File: src/rtl/core/efr_pkg.sv
// Package for the escaped frame receiver: status codes, framing byte codes,
// the result record and fixed constants. No dependencies.
`default_nettype none

package efr_pkg;

    // Width of the minimum frame length register.
    localparam int CFG_W = 10;

    // Reset value of the minimum frame length register.
    localparam logic [CFG_W-1:0] MIN_LEN_RESET = 10'd10;

    // Bytes of framing overhead subtracted from the count before the length check.
    localparam int LEN_OVERHEAD = 10;

    // Framing byte codes.
    localparam logic [7:0] FRAME_DELIM = 8'h00;
    localparam logic [7:0] ESC_MARK    = 8'h01;
    localparam logic [7:0] ESC_ZERO    = 8'h02;
    localparam logic [7:0] ESC_ONE     = 8'h03;

    // Frame verdict codes.
    typedef enum logic [2:0] {
        STATUS_OK           = 3'd0,
        STATUS_OUT_OF_ORDER = 3'd1,
        STATUS_BAD_LENGTH   = 3'd2,
        STATUS_BAD_CHECKSUM = 3'd3,
        STATUS_TOO_SHORT    = 3'd4,
        STATUS_ESCAPE_ERROR = 3'd5,
        STATUS_OVERFLOW     = 3'd6
    } status_t;

    // One result transaction: a payload byte or a frame verdict.
    typedef struct packed {
        logic       valid;
        logic       is_frame_end;
        logic [7:0] payload_byte;
        status_t    frame_status;
    } result_t;

endpackage

`default_nettype wire

File: src/rtl/core/escaped_frame_receiver.sv
// Escaped frame receiver top level: input register, deframer and result register.
// Depends on efr_pkg and instantiates efr_deframer.
//
// Usage: raw link bytes enter on rx_byte with byte_valid; a transaction is
// taken at a rising edge with byte_valid high and byte_stall low. Results
// leave on is_frame_end, payload_byte and frame_status with result_valid and
// are taken when result_stall is low. Each payload byte is released when the
// following byte of the frame arrives, so the checksum byte is never sent; a
// frame end or an escape error gives one verdict transaction.
// A byte taken into the input register passes through the combinational
// deframer step and its result is captured in the result register.
// Throughput is one byte per cycle unless result_stall holds a waiting
// result; then the input register keeps its byte and byte_stall rises in
// the same cycle.
// min_frame_length is written through cfg_write_en / cfg_write_data.
// Reset clears all framing state, sets min_frame_length to 10 and empties
// both registers.
`default_nettype none

module escaped_frame_receiver
    import efr_pkg::*;
#(
    parameter int MAX_FRAME = 512
)(
    input  wire logic             clk,
    input  wire logic             rst_n,
    input  wire logic             cfg_write_en,
    input  wire logic [CFG_W-1:0] cfg_write_data,
    input  wire logic             byte_valid,
    output logic                  byte_stall,
    input  wire logic [7:0]       rx_byte,
    output logic                  result_valid,
    input  wire logic             result_stall,
    output logic                  is_frame_end,
    output logic [7:0]            payload_byte,
    output logic [2:0]            frame_status
);

    logic [CFG_W-1:0] min_len_reg;
    logic             in_valid_reg;
    logic [7:0]       in_byte_reg;
    logic             out_valid_reg;
    logic             out_end_reg;
    logic [7:0]       out_byte_reg;
    status_t          out_status_reg;
    logic             advance;
    result_t          result;

    // The held byte moves on when the result register is free or draining.
    assign advance    = in_valid_reg && (!out_valid_reg || !result_stall);
    assign byte_stall = in_valid_reg && !advance;

    // Configuration register.
    always_ff @(posedge clk or negedge rst_n)
    begin
        if (!rst_n)
        begin
            min_len_reg <= MIN_LEN_RESET;
        end
        else if (cfg_write_en)
        begin
            min_len_reg <= cfg_write_data;
        end
    end

    // Input register.
    always_ff @(posedge clk or negedge rst_n)
    begin
        if (!rst_n)
        begin
            in_valid_reg <= 1'b0;
        end
        else if (!byte_stall)
        begin
            in_valid_reg <= byte_valid;
        end
    end

    always_ff @(posedge clk)
    begin
        if (byte_valid && !byte_stall)
        begin
            in_byte_reg <= rx_byte;
        end
    end

    // Framing state and per-byte decode.
    efr_deframer #(
        .MAX_FRAME (MAX_FRAME)
    ) u_deframer (
        .clk              (clk),
        .rst_n            (rst_n),
        .step             (advance),
        .rx_byte          (in_byte_reg),
        .min_frame_length (min_len_reg),
        .result           (result)
    );

    // Result register.
    always_ff @(posedge clk or negedge rst_n)
    begin
        if (!rst_n)
        begin
            out_valid_reg <= 1'b0;
        end
        else if (result.valid)
        begin
            out_valid_reg <= 1'b1;
        end
        else if (!result_stall)
        begin
            out_valid_reg <= 1'b0;
        end
    end

    always_ff @(posedge clk)
    begin
        if (result.valid)
        begin
            out_end_reg    <= result.is_frame_end;
            out_byte_reg   <= result.payload_byte;
            out_status_reg <= result.frame_status;
        end
    end

    assign result_valid = out_valid_reg;
    assign is_frame_end = out_end_reg;
    assign payload_byte = out_byte_reg;
    assign frame_status = out_status_reg;

endmodule

`default_nettype wire

File: src/rtl/core/efr_frame_check.sv
// Frame-end verdict logic for the escaped frame receiver.
// Depends on efr_pkg for the status codes and constants.
`default_nettype none

module efr_frame_check
    import efr_pkg::*;
#(
    parameter int CW = 10
)(
    input  wire logic             overflowed,
    input  wire logic [CW-1:0]    byte_count,
    input  wire logic [CFG_W-1:0] min_frame_length,
    input  wire logic [31:0]      length_field,
    input  wire logic [31:0]      sequence_field,
    input  wire logic [31:0]      last_sequence_id,
    input  wire logic [7:0]       running_xor,
    output status_t               status
);

    localparam int CMPW = (CW > CFG_W) ? CW : CFG_W;

    logic [CMPW-1:0]   count_ext;
    logic [CMPW-1:0]   min_ext;
    logic              too_short;
    logic              out_of_order;
    logic signed [32:0] count_minus;
    logic signed [32:0] length_ext;
    logic              bad_length;

    // Widen both sides of the length compare to a common width.
    assign count_ext = CMPW'(byte_count);
    assign min_ext   = CMPW'(min_frame_length);
    assign too_short = count_ext < min_ext;

    // A positive (signed) id must be strictly newer than the last accepted one.
    assign out_of_order = ($signed(sequence_field) > 32'sd0) &&
                          ($signed(sequence_field) <= $signed(last_sequence_id));

    // Compare the byte count less the overhead with the signed length field.
    assign count_minus = $signed({{(33-CW){1'b0}}, byte_count}) - 33'(LEN_OVERHEAD);
    assign length_ext  = $signed({length_field[31], length_field});
    assign bad_length  = count_minus != length_ext;

    // Checks are applied in priority order.
    always_comb
    begin
        if (overflowed)
        begin
            status = STATUS_OVERFLOW;
        end
        else if (too_short)
        begin
            status = STATUS_TOO_SHORT;
        end
        else if (out_of_order)
        begin
            status = STATUS_OUT_OF_ORDER;
        end
        else if (bad_length)
        begin
            status = STATUS_BAD_LENGTH;
        end
        else if (running_xor != 8'h00)
        begin
            status = STATUS_BAD_CHECKSUM;
        end
        else
        begin
            status = STATUS_OK;
        end
    end

endmodule

`default_nettype wire

File: src/rtl/core/efr_deframer.sv
// Framing state and per-byte processing for the escaped frame receiver.
// Depends on efr_pkg and instantiates efr_frame_check.
`default_nettype none

module efr_deframer
    import efr_pkg::*;
#(
    parameter int MAX_FRAME = 512
)(
    input  wire logic             clk,
    input  wire logic             rst_n,
    input  wire logic             step,
    input  wire logic [7:0]       rx_byte,
    input  wire logic [CFG_W-1:0] min_frame_length,
    output result_t               result
);

    localparam int CW = $clog2(MAX_FRAME + 1);

    logic [CW-1:0] byte_count_reg,       byte_count_next;
    logic          prev_zero_seen_reg,   prev_zero_seen_next;
    logic          in_frame_reg,         in_frame_next;
    logic          escape_pending_reg,   escape_pending_next;
    logic [31:0]   last_sequence_id_reg, last_sequence_id_next;
    logic [7:0]    running_xor_reg,      running_xor_next;
    logic [31:0]   length_field_reg,     length_field_next;
    logic [31:0]   sequence_field_reg,   sequence_field_next;
    logic [7:0]    held_byte_reg,        held_byte_next;
    logic          overflowed_reg,       overflowed_next;

    status_t       verdict;
    logic [7:0]    decoded;
    logic          escape_error;

    // Verdict for the frame currently held in the state.
    efr_frame_check #(
        .CW (CW)
    ) u_check (
        .overflowed       (overflowed_reg),
        .byte_count       (byte_count_reg),
        .min_frame_length (min_frame_length),
        .length_field     (length_field_reg),
        .sequence_field   (sequence_field_reg),
        .last_sequence_id (last_sequence_id_reg),
        .running_xor      (running_xor_reg),
        .status           (verdict)
    );

    // Undo the escape on the incoming byte.
    always_comb
    begin
        decoded      = rx_byte;
        escape_error = 1'b0;
        if (escape_pending_reg)
        begin
            case (rx_byte)
                ESC_ZERO: decoded = 8'h00;
                ESC_ONE:  decoded = 8'h01;
                default:  escape_error = 1'b1;
            endcase
        end
    end

    // Next state and result for one byte.
    always_comb
    begin
        byte_count_next       = byte_count_reg;
        prev_zero_seen_next   = prev_zero_seen_reg;
        in_frame_next         = in_frame_reg;
        escape_pending_next   = escape_pending_reg;
        last_sequence_id_next = last_sequence_id_reg;
        running_xor_next      = running_xor_reg;
        length_field_next     = length_field_reg;
        sequence_field_next   = sequence_field_reg;
        held_byte_next        = held_byte_reg;
        overflowed_next       = overflowed_reg;

        result.valid        = 1'b0;
        result.is_frame_end = 1'b0;
        result.payload_byte = 8'h00;
        result.frame_status = STATUS_OK;

        if (step)
        begin
            if (rx_byte == FRAME_DELIM)
            begin
                // A delimiter closes any open frame with a verdict.
                if (in_frame_reg)
                begin
                    result.valid        = 1'b1;
                    result.is_frame_end = 1'b1;
                    result.frame_status = verdict;
                    if (verdict == STATUS_OK)
                    begin
                        last_sequence_id_next = sequence_field_reg;
                    end
                end
                byte_count_next     = '0;
                running_xor_next    = 8'h00;
                length_field_next   = '0;
                sequence_field_next = '0;
                held_byte_next      = 8'h00;
                overflowed_next     = 1'b0;
                in_frame_next       = prev_zero_seen_reg;
                prev_zero_seen_next = 1'b1;
            end
            else if (in_frame_reg)
            begin
                prev_zero_seen_next = 1'b0;
                if (rx_byte == ESC_MARK)
                begin
                    escape_pending_next = 1'b1;
                end
                else
                begin
                    escape_pending_next = 1'b0;
                    if (escape_error)
                    begin
                        // Abort the frame and wait for a fresh opening pair.
                        byte_count_next     = '0;
                        running_xor_next    = 8'h00;
                        length_field_next   = '0;
                        sequence_field_next = '0;
                        held_byte_next      = 8'h00;
                        overflowed_next     = 1'b0;
                        in_frame_next       = 1'b0;
                        result.valid        = 1'b1;
                        result.is_frame_end = 1'b1;
                        result.frame_status = STATUS_ESCAPE_ERROR;
                    end
                    else if (byte_count_reg >= CW'(MAX_FRAME))
                    begin
                        overflowed_next = 1'b1;
                    end
                    else
                    begin
                        // Capture the little-endian header fields.
                        for (int i = 0; i < 4; i++)
                        begin
                            if (byte_count_reg == CW'(i + 1))
                            begin
                                length_field_next[8*i +: 8] =
                                    length_field_reg[8*i +: 8] | decoded;
                            end
                            if (byte_count_reg == CW'(i + 5))
                            begin
                                sequence_field_next[8*i +: 8] =
                                    sequence_field_reg[8*i +: 8] | decoded;
                            end
                        end
                        running_xor_next = running_xor_reg ^ decoded;
                        // The byte held from the last step goes out now.
                        if (byte_count_reg != '0)
                        begin
                            result.valid        = 1'b1;
                            result.payload_byte = held_byte_reg;
                        end
                        held_byte_next  = decoded;
                        byte_count_next = byte_count_reg + 1'b1;
                    end
                end
            end
        end
    end

    // State registers.
    always_ff @(posedge clk or negedge rst_n)
    begin
        if (!rst_n)
        begin
            byte_count_reg       <= '0;
            prev_zero_seen_reg   <= 1'b0;
            in_frame_reg         <= 1'b0;
            escape_pending_reg   <= 1'b0;
            last_sequence_id_reg <= '0;
            running_xor_reg      <= 8'h00;
            length_field_reg     <= '0;
            sequence_field_reg   <= '0;
            held_byte_reg        <= 8'h00;
            overflowed_reg       <= 1'b0;
        end
        else
        begin
            byte_count_reg       <= byte_count_next;
            prev_zero_seen_reg   <= prev_zero_seen_next;
            in_frame_reg         <= in_frame_next;
            escape_pending_reg   <= escape_pending_next;
            last_sequence_id_reg <= last_sequence_id_next;
            running_xor_reg      <= running_xor_next;
            length_field_reg     <= length_field_next;
            sequence_field_reg   <= sequence_field_next;
            held_byte_reg        <= held_byte_next;
            overflowed_reg       <= overflowed_next;
        end
    end

endmodule

`default_nettype wire
File: config.mk
export PLATFORM = sky130hd
export DESIGN_NAME = escaped_frame_receiver
export DESIGN_NICKNAME = d
export VERILOG_FILES = /design/src/rtl/core/efr_pkg.sv /design/src/rtl/core/escaped_frame_receiver.sv /design/src/rtl/core/efr_frame_check.sv /design/src/rtl/core/efr_deframer.sv
export SDC_FILE = /design/constraint.sdc
export NUM_CORES = 1
export LEC_CHECK = 0
export BUFFER_PORTS_ARGS = -buffer_cell sky130_fd_sc_hd__buf_2
export CAP_MARGIN = 25
export CORE_MARGIN = 5
export CORE_UTILIZATION = 40
export CTS_CLUSTER_SIZE = 8
export DETAILED_ROUTE_END_ITERATION = 8
export GPL_ROUTABILITY_DRIVEN = 0
export GPL_TIMING_DRIVEN = 0
export REMOVE_ABC_BUFFERS = 1
export SYNTH_ARGS = -nofsm -noshare
export SYNTH_HDL_FRONTEND = slang
export SYNTH_SLANG_ARGS = --single-unit
File: constraint.sdc
create_clock -name clk -period 5.1 [get_ports clk]
set_input_delay 0 -clock clk [delete_from_list [all_inputs] [get_ports clk]]
set_output_delay 0 -clock clk [all_outputs]
set_load 0.02 [all_outputs]
==> results.sh, run 1 <==
export IMPL_num_vias=5867
export IMPL_yosys_cell_count_top_type="dfrtp_1"
export IMPL_nets=919
export IMPL_drtAntennaViolNets=0
export IMPL_hold_path_depth=2
export IMPL_cts_root_buf="clkbuf_16"
export IMPL_fmax_ghz=0.236
export IMPL_min_period_over_period_pct=83.2
export IMPL_grt_max_degree=78
export IMPL_dieHeight_um=151
export IMPL_crit_slowest_cell="o21a_4"
export IMPL_drive_gt1_share_pct=11.8
export IMPL_rsz0062_at_grt="false"
export IMPL_startpoint="in_byte_reg[4]"
export IMPL_dr_pass1_iters=5
export IMPL_cp_required_ps=5450
export IMPL_rr_worst_depth=7
export IMPL_cts_resized=0
export IMPL_status="finished clean"
export IMPL_reg2reg_to="u_deframer.sequence_field_reg[29]"
export IMPL_die_area_sq_mm=0.0228
export IMPL_path_cells="or4_1 -> nor4_1 -> o21a_4 -> nor2_1 -> a21oi_1 -> a21oi_1 -> nor2_1"
export IMPL_antenna_found_initial=0
export IMPL_synth_seq_cells=158
export IMPL_finalCriticalPeriod_ps=4240
export IMPL_drt_wl_total_um=18200
export IMPL_clock_sinks=158
export IMPL_grt_pass1_vias=5767
export IMPL_numCtsBuffers=17
export IMPL_synth_seq_area_share_pct=51.1
export IMPL_skew_ps=6.83
export IMPL_insertion_delay_ps=420
export IMPL_arrival_ps=4590
export IMPL_ys_types=60
export IMPL_synthTopCellsByCount="dfrtp_1 (136), nor2_1 (96), a21oi_1 (90), nand2_1 (58), inv_1 (57)"
export IMPL_area_growth_pct=16.5
export IMPL_dp_hpwl_um=11700
export IMPL_viasPerCell=5.21
export IMPL_post_route_drc_count=0
export IMPL_hold_end="min_len_reg[5]"
export IMPL_synth_area_top_cells="dfrtp_1 (43%), edfxtp_1 (7.6%), ha_1 (7.4%), a21oi_1 (5.7%), mux2_4 (4.5%)"
export IMPL_clkTransAtPathRegs_ps=60
export IMPL_hold_ws_ps=30.6
export IMPL_fp_row_count=51
export IMPL_slew_headroom_pct=39.2
export IMPL_grt_ovfl_total=0
export IMPL_startpoint_type="flip-flop"
export IMPL_slowest_delay_ps=820
export IMPL_crit_type="reg -> reg"
export IMPL_drv_slew=0
export IMPL_total_power_w=0.00289
export IMPL_cts_tree="done"
export IMPL_synth_flop_cell="dfrtp_1"
export IMPL_r2r_setup_slack_ps=860
export IMPL_cts_path_max_buffers=2
export IMPL_synth_top_cell_by_area="dfrtp_1"
export IMPL_post_drt_wl_per_cell_um=16.2
export IMPL_leakagePower_nw=4.36
export IMPL_postSynthAreaPerCell_sq_um=10.1
export IMPL_setup_violations=0
export IMPL_drt_iter0_drc=445
export IMPL_ir_drop_mv=0.211
export IMPL_io_pins=37
export IMPL_min_from="cfg_write_en"
export IMPL_timing_rr_start="in_byte_reg[4]"
export IMPL_h_tree_depth=4
export IMPL_tightest_slew_ps=905
export IMPL_hold_class="in -> reg"
export IMPL_postCtsSetupBuffers=0
export IMPL_core_area_sq_mm=0.0195
export IMPL_hold_viol=0
export IMPL_endpoint_kind="flip-flop"
export IMPL_num_antenna_cells=0
export IMPL_initial_core_util_pct=40.7
export IMPL_synth_warnings=0
export IMPL_syn_area_sq_mm=0.00794
export IMPL_p_per_area_mw_per_mm2=312
export IMPL_cp_max_fo=77
export IMPL_synth_edf_count=20
export IMPL_io_buffer_count=36
export IMPL_drv_cap=0
export IMPL_synthArstFlopShare_pct=87.3
export IMPL_synth_top_area_share_pct=42.9
export IMPL_fp_dieW_um=151
export IMPL_syn_inst=785
export IMPL_grt_pass1_wl_um=30800
export IMPL_grt_total_usage_pct=17.3
export IMPL_fin_util_pct=47.3
placed cells by master, fill, tap and decap left out, types with 3 or more instances in the layout:
cell type	n
a21o_1	3
a21oi_1	90
a31oi_1	3
and2_1	10
and3_1	8
buf_2	36
buf_4	3
clkbuf_1	10
clkbuf_16	17
clkinv_2	3
dfrtp_1	136
dlygate4sd3_1	39
edfxtp_1	20
ha_1	47
inv_1	57
mux2_2	4
mux2_4	24
mux2i_1	6
nand2_1	58
nand2b_1	12
nand3_1	16
nand4_1	15
nor2_1	96
nor2b_1	3
nor3_1	6
nor4_1	21
o211ai_1	3
o21a_1	4
o21ai_0	36
o31ai_1	5
or4_1	4
xnor2_1	9
xor2_1	12
what timing repair did:
| action | CTS | global route |
|---|---|---|
| hold buffers | 39 | 0 |
| endpoints found under the setup margin | 0 | 0 |
| hold endpoints to repair | 81 | 0 |
power breakdown:
group          switching, W  internal, W
logic              0.000203     0.000162
clock network      0.000476     0.000630
registers         0.0000786      0.00134
total              0.000758      0.00213
worst max-delay path, delay by kind of cell, from the launching register on:
kind,cells,cell delay [ps]
compound gates,3,1670
simple gates,4,1760
flops,1,690
per-layer routing:
metal / vias to the layer above / wire length, um / GRT usage (%)
li1: 2874 / - / -
met1: 2874 / 8990 / 25.3
met2: 103 / 8350 / 26.7
met3: 16 / 654 / 2.96
met4: 0 / 197 / 4.62
met5: - / 0 / 0
per-stage QoR:
stage | cells | setup WS [ps] | cell area, sq um | setup TNS (ps)
2_1_floorplan | 748 | 797 | 7740 | 0
3_3_place_gp | 1049 | -1440 | 8260 | -22080
3_5_place_dp | 1056 | 843 | 8360 | 0
4_1_cts | 1126 | 813 | 9250 | 0
5_1_grt | 1126 | 504 | 9250 | 0
6_report | 1126 | 856 | 9250 | 0
cells by family after synthesis:
logic type / synth area share [%]
XOR/XNOR: 2.32
AND/OR/NAND/NOR: 15.8
multiplexers: 5.86
AO/OA/AOI/OAI: 12.3
flip-flops: 51.1
buffers and inverters: 5.15
adder cells (fa/ha/maj): 7.41
final cells by class:
class                   instances  area [sq um]
fillers                      1845         10300
flip-flops and latches        158          4060
multi-input cells             533          3490
repair buffers                 82           663
clock buffers                  28           477
well taps                     265           332
inverters                      57           214
clock inverters                 3          15.0
worst max path at each step:
stage               cells after the start                                end  slack [ps]
global route                            7  u_deframer.sequence_field_reg[31]         500
CTS                                     7  u_deframer.sequence_field_reg[30]         810
detailed placement                      7  u_deframer.sequence_field_reg[24]         840
finish                                  7  u_deframer.sequence_field_reg[29]         860
floorplan                               7  u_deframer.sequence_field_reg[24]         800
global placement                        7  u_deframer.sequence_field_reg[24]       -1440
No activity file was read; power rests on OpenSTA's default activity.
==> run 2, diff against run 1 <==
==> constraint.sdc (replaced) <==
create_clock -name clk -period 4.4 [get_ports clk]
set_input_delay 0 -clock clk [delete_from_list [all_inputs] [get_ports clk]]
set_output_delay 0 -clock clk [all_outputs]
set_load 0.02 [all_outputs]
==> results.sh, run 2 (same netlist as run 1, synthesis figures left out) <==
export IMPL_fp_dieW_um=151
export IMPL_final_cells=1127
export IMPL_num_antenna_cells=0
export IMPL_grt_pass1_vias=5767
export IMPL_die_area_sq_mm=0.0228
export IMPL_drt_wl_total_um=18700
export IMPL_slew_headroom_pct=38.6
export IMPL_grt_total_usage_pct=17.3
export IMPL_clkTransAtPathRegs_ps=60
export IMPL_io_buffer_count=36
export IMPL_drt_iter0_drc=490
export IMPL_regArea_sq_mm=0.00406
export IMPL_post_drt_wl_per_cell_um=16.6
export IMPL_drv_cap=0
export IMPL_grt_max_degree=78
export IMPL_hold_viol=0
export IMPL_numPlacedInstances=1056
export IMPL_dieHeight_um=151
export IMPL_initial_core_util_pct=40.7
export IMPL_ir_drop_mv=0.247
export IMPL_post_route_drc_count=0
export IMPL_min_period_over_period_pct=87.8
export IMPL_finalCriticalPeriod_ps=3860
export IMPL_dp_slack_ps=143
export IMPL_fin_util_pct=47.4
export IMPL_final_common_cell="dfrtp_1"
export IMPL_fmax_ghz=0.259
export IMPL_place_area_sq_mm=0.00836
export IMPL_core_area_sq_mm=0.0195
export IMPL_numCtsBuffers=17
export IMPL_area_growth_pct=16.6
export IMPL_insertion_delay_ps=430
export IMPL_final_cell_mix="dfrtp_1 (136), nor2_1 (96), a21oi_1 (90), nand2_1 (58), inv_1 (57)"
export IMPL_rsz0062_at_grt="false"
export IMPL_grt_pass1_wl_um=30800
export IMPL_cts_tree="done"
export IMPL_arrival_ps=4210
export IMPL_h_tree_depth=4
export IMPL_drive_gt1_share_pct=12.1
export IMPL_nets=920
export IMPL_cts_root_buf="clkbuf_16"
export IMPL_io_pins=37
export IMPL_cp_required_ps=4750
export IMPL_multi_input_area_sq_mm=0.00350
export IMPL_viasPerCell=5.23
export IMPL_tightest_slew_ps=913
export IMPL_grt_ovfl_total=0
export IMPL_hold_class="in -> reg"
export IMPL_antenna_found_initial=0
export IMPL_drtAntennaViolNets=0
export IMPL_dp_hpwl_um=11700
export IMPL_endpoint_kind="flip-flop"
export IMPL_status="finished clean"
export IMPL_cts_path_max_buffers=2
export IMPL_cp_max_fo=39
export IMPL_crit_type="reg -> reg"
export IMPL_startpoint_type="flip-flop"
export IMPL_leakagePower_nw=4.36
export IMPL_fill_cells=1846
export IMPL_clock_sinks=158
export IMPL_postCtsSetupBuffers=0
export IMPL_dr_pass1_iters=5
export IMPL_p_per_area_mw_per_mm2=362
export IMPL_fp_row_count=51
export IMPL_num_vias=5896
export IMPL_worst_slack_ps=536
export IMPL_drv_slew=0
export IMPL_skew_ps=6.78
export IMPL_final_cell_area_sq_mm=0.00926
export IMPL_setup_violations=0
run 2: changes by cell type in the layout (fill, tap and decap cells not counted):
cell / before / now
nor4_1: 21 / 20
nor4_2: 1 / 2
o21a_2: 0 / 1
run 2: worst paths after layout:
check / startpoint / end / slack, ps / depth (start not counted)
hold / removal: cfg_write_en / min_len_reg[5] / 30 / 2
setup reg to reg: in_byte_reg[4] / u_deframer.sequence_field_reg[30] / 540 / 7
min in group asynchronous: rst_n / min_len_reg[4] / 120 / 2
max in group asynchronous: rst_n / u_deframer.sequence_field_reg[15] / 3480 / 3
setup / recovery: in_byte_reg[4] / u_deframer.sequence_field_reg[30] / 540 / 7
hold reg to reg: u_deframer.held_byte_reg[1] / u_deframer.held_byte_reg[1] / 460 / 2
run 2: area by class of cell:
type	count	area share (%)
sequential	158	43.8
multi-input combinational	534	37.8
timing repair buffer	82	7.16
clock buffer	28	5.15
inverter	57	2.31
clock inverter	3	0.162
tap	265	3.58
run 2: metrics by stage:
| stage | power, W | hold WS (ps) | setup TNS, ps |
|---|---|---|---|
| finish | 0.00336 | 25.9 | 0 |
| global route | 0.00350 | 70.9 | 0 |
| CTS | 0.00337 | 6.23 | 0 |
| detailed placement | 0.00206 | 27.7 | 0 |
| global placement | 0.00204 | 177 | -52560 |
| floorplan | 0.00189 | -296 | 0 |
run 2: layer usage:
layer  vias to the layer above  global-route usage (%)  routed length [um]  share of wire (%)
met5                         -                       0                   0                  0
met4                         0                    4.62                 235                1.3
met3                        17                    2.96                 818                4.4
met2                       126                    26.7                8600                 46
met1                      2891                    25.3                9010                 48
li1                       2862                       -                   -                  -
run 2: power breakdown:
part           switching (W)  leakage (nW)  total [W]  internal (W)
clock               0.000559         0.240    0.00129      0.000730
combinational       0.000236          2.08   0.000424      0.000188
sequential         0.0000911          2.04    0.00164       0.00155
run 2: worst max-delay path, cell delays in order, from the launching register on:
cell and delay (ps):
edfxtp_1 700, or4_1 670, nor4_2 650, o21a_4 530
nor2_1 290, a21oi_1 660, a21oi_1 150, nor2_1 120
run 2: repair_timing:
action	in CTS	in global routing
gates resized for setup	0	1
hold endpoints to repair	81	0
hold buffers	39	0
endpoints found under the setup margin	0	8
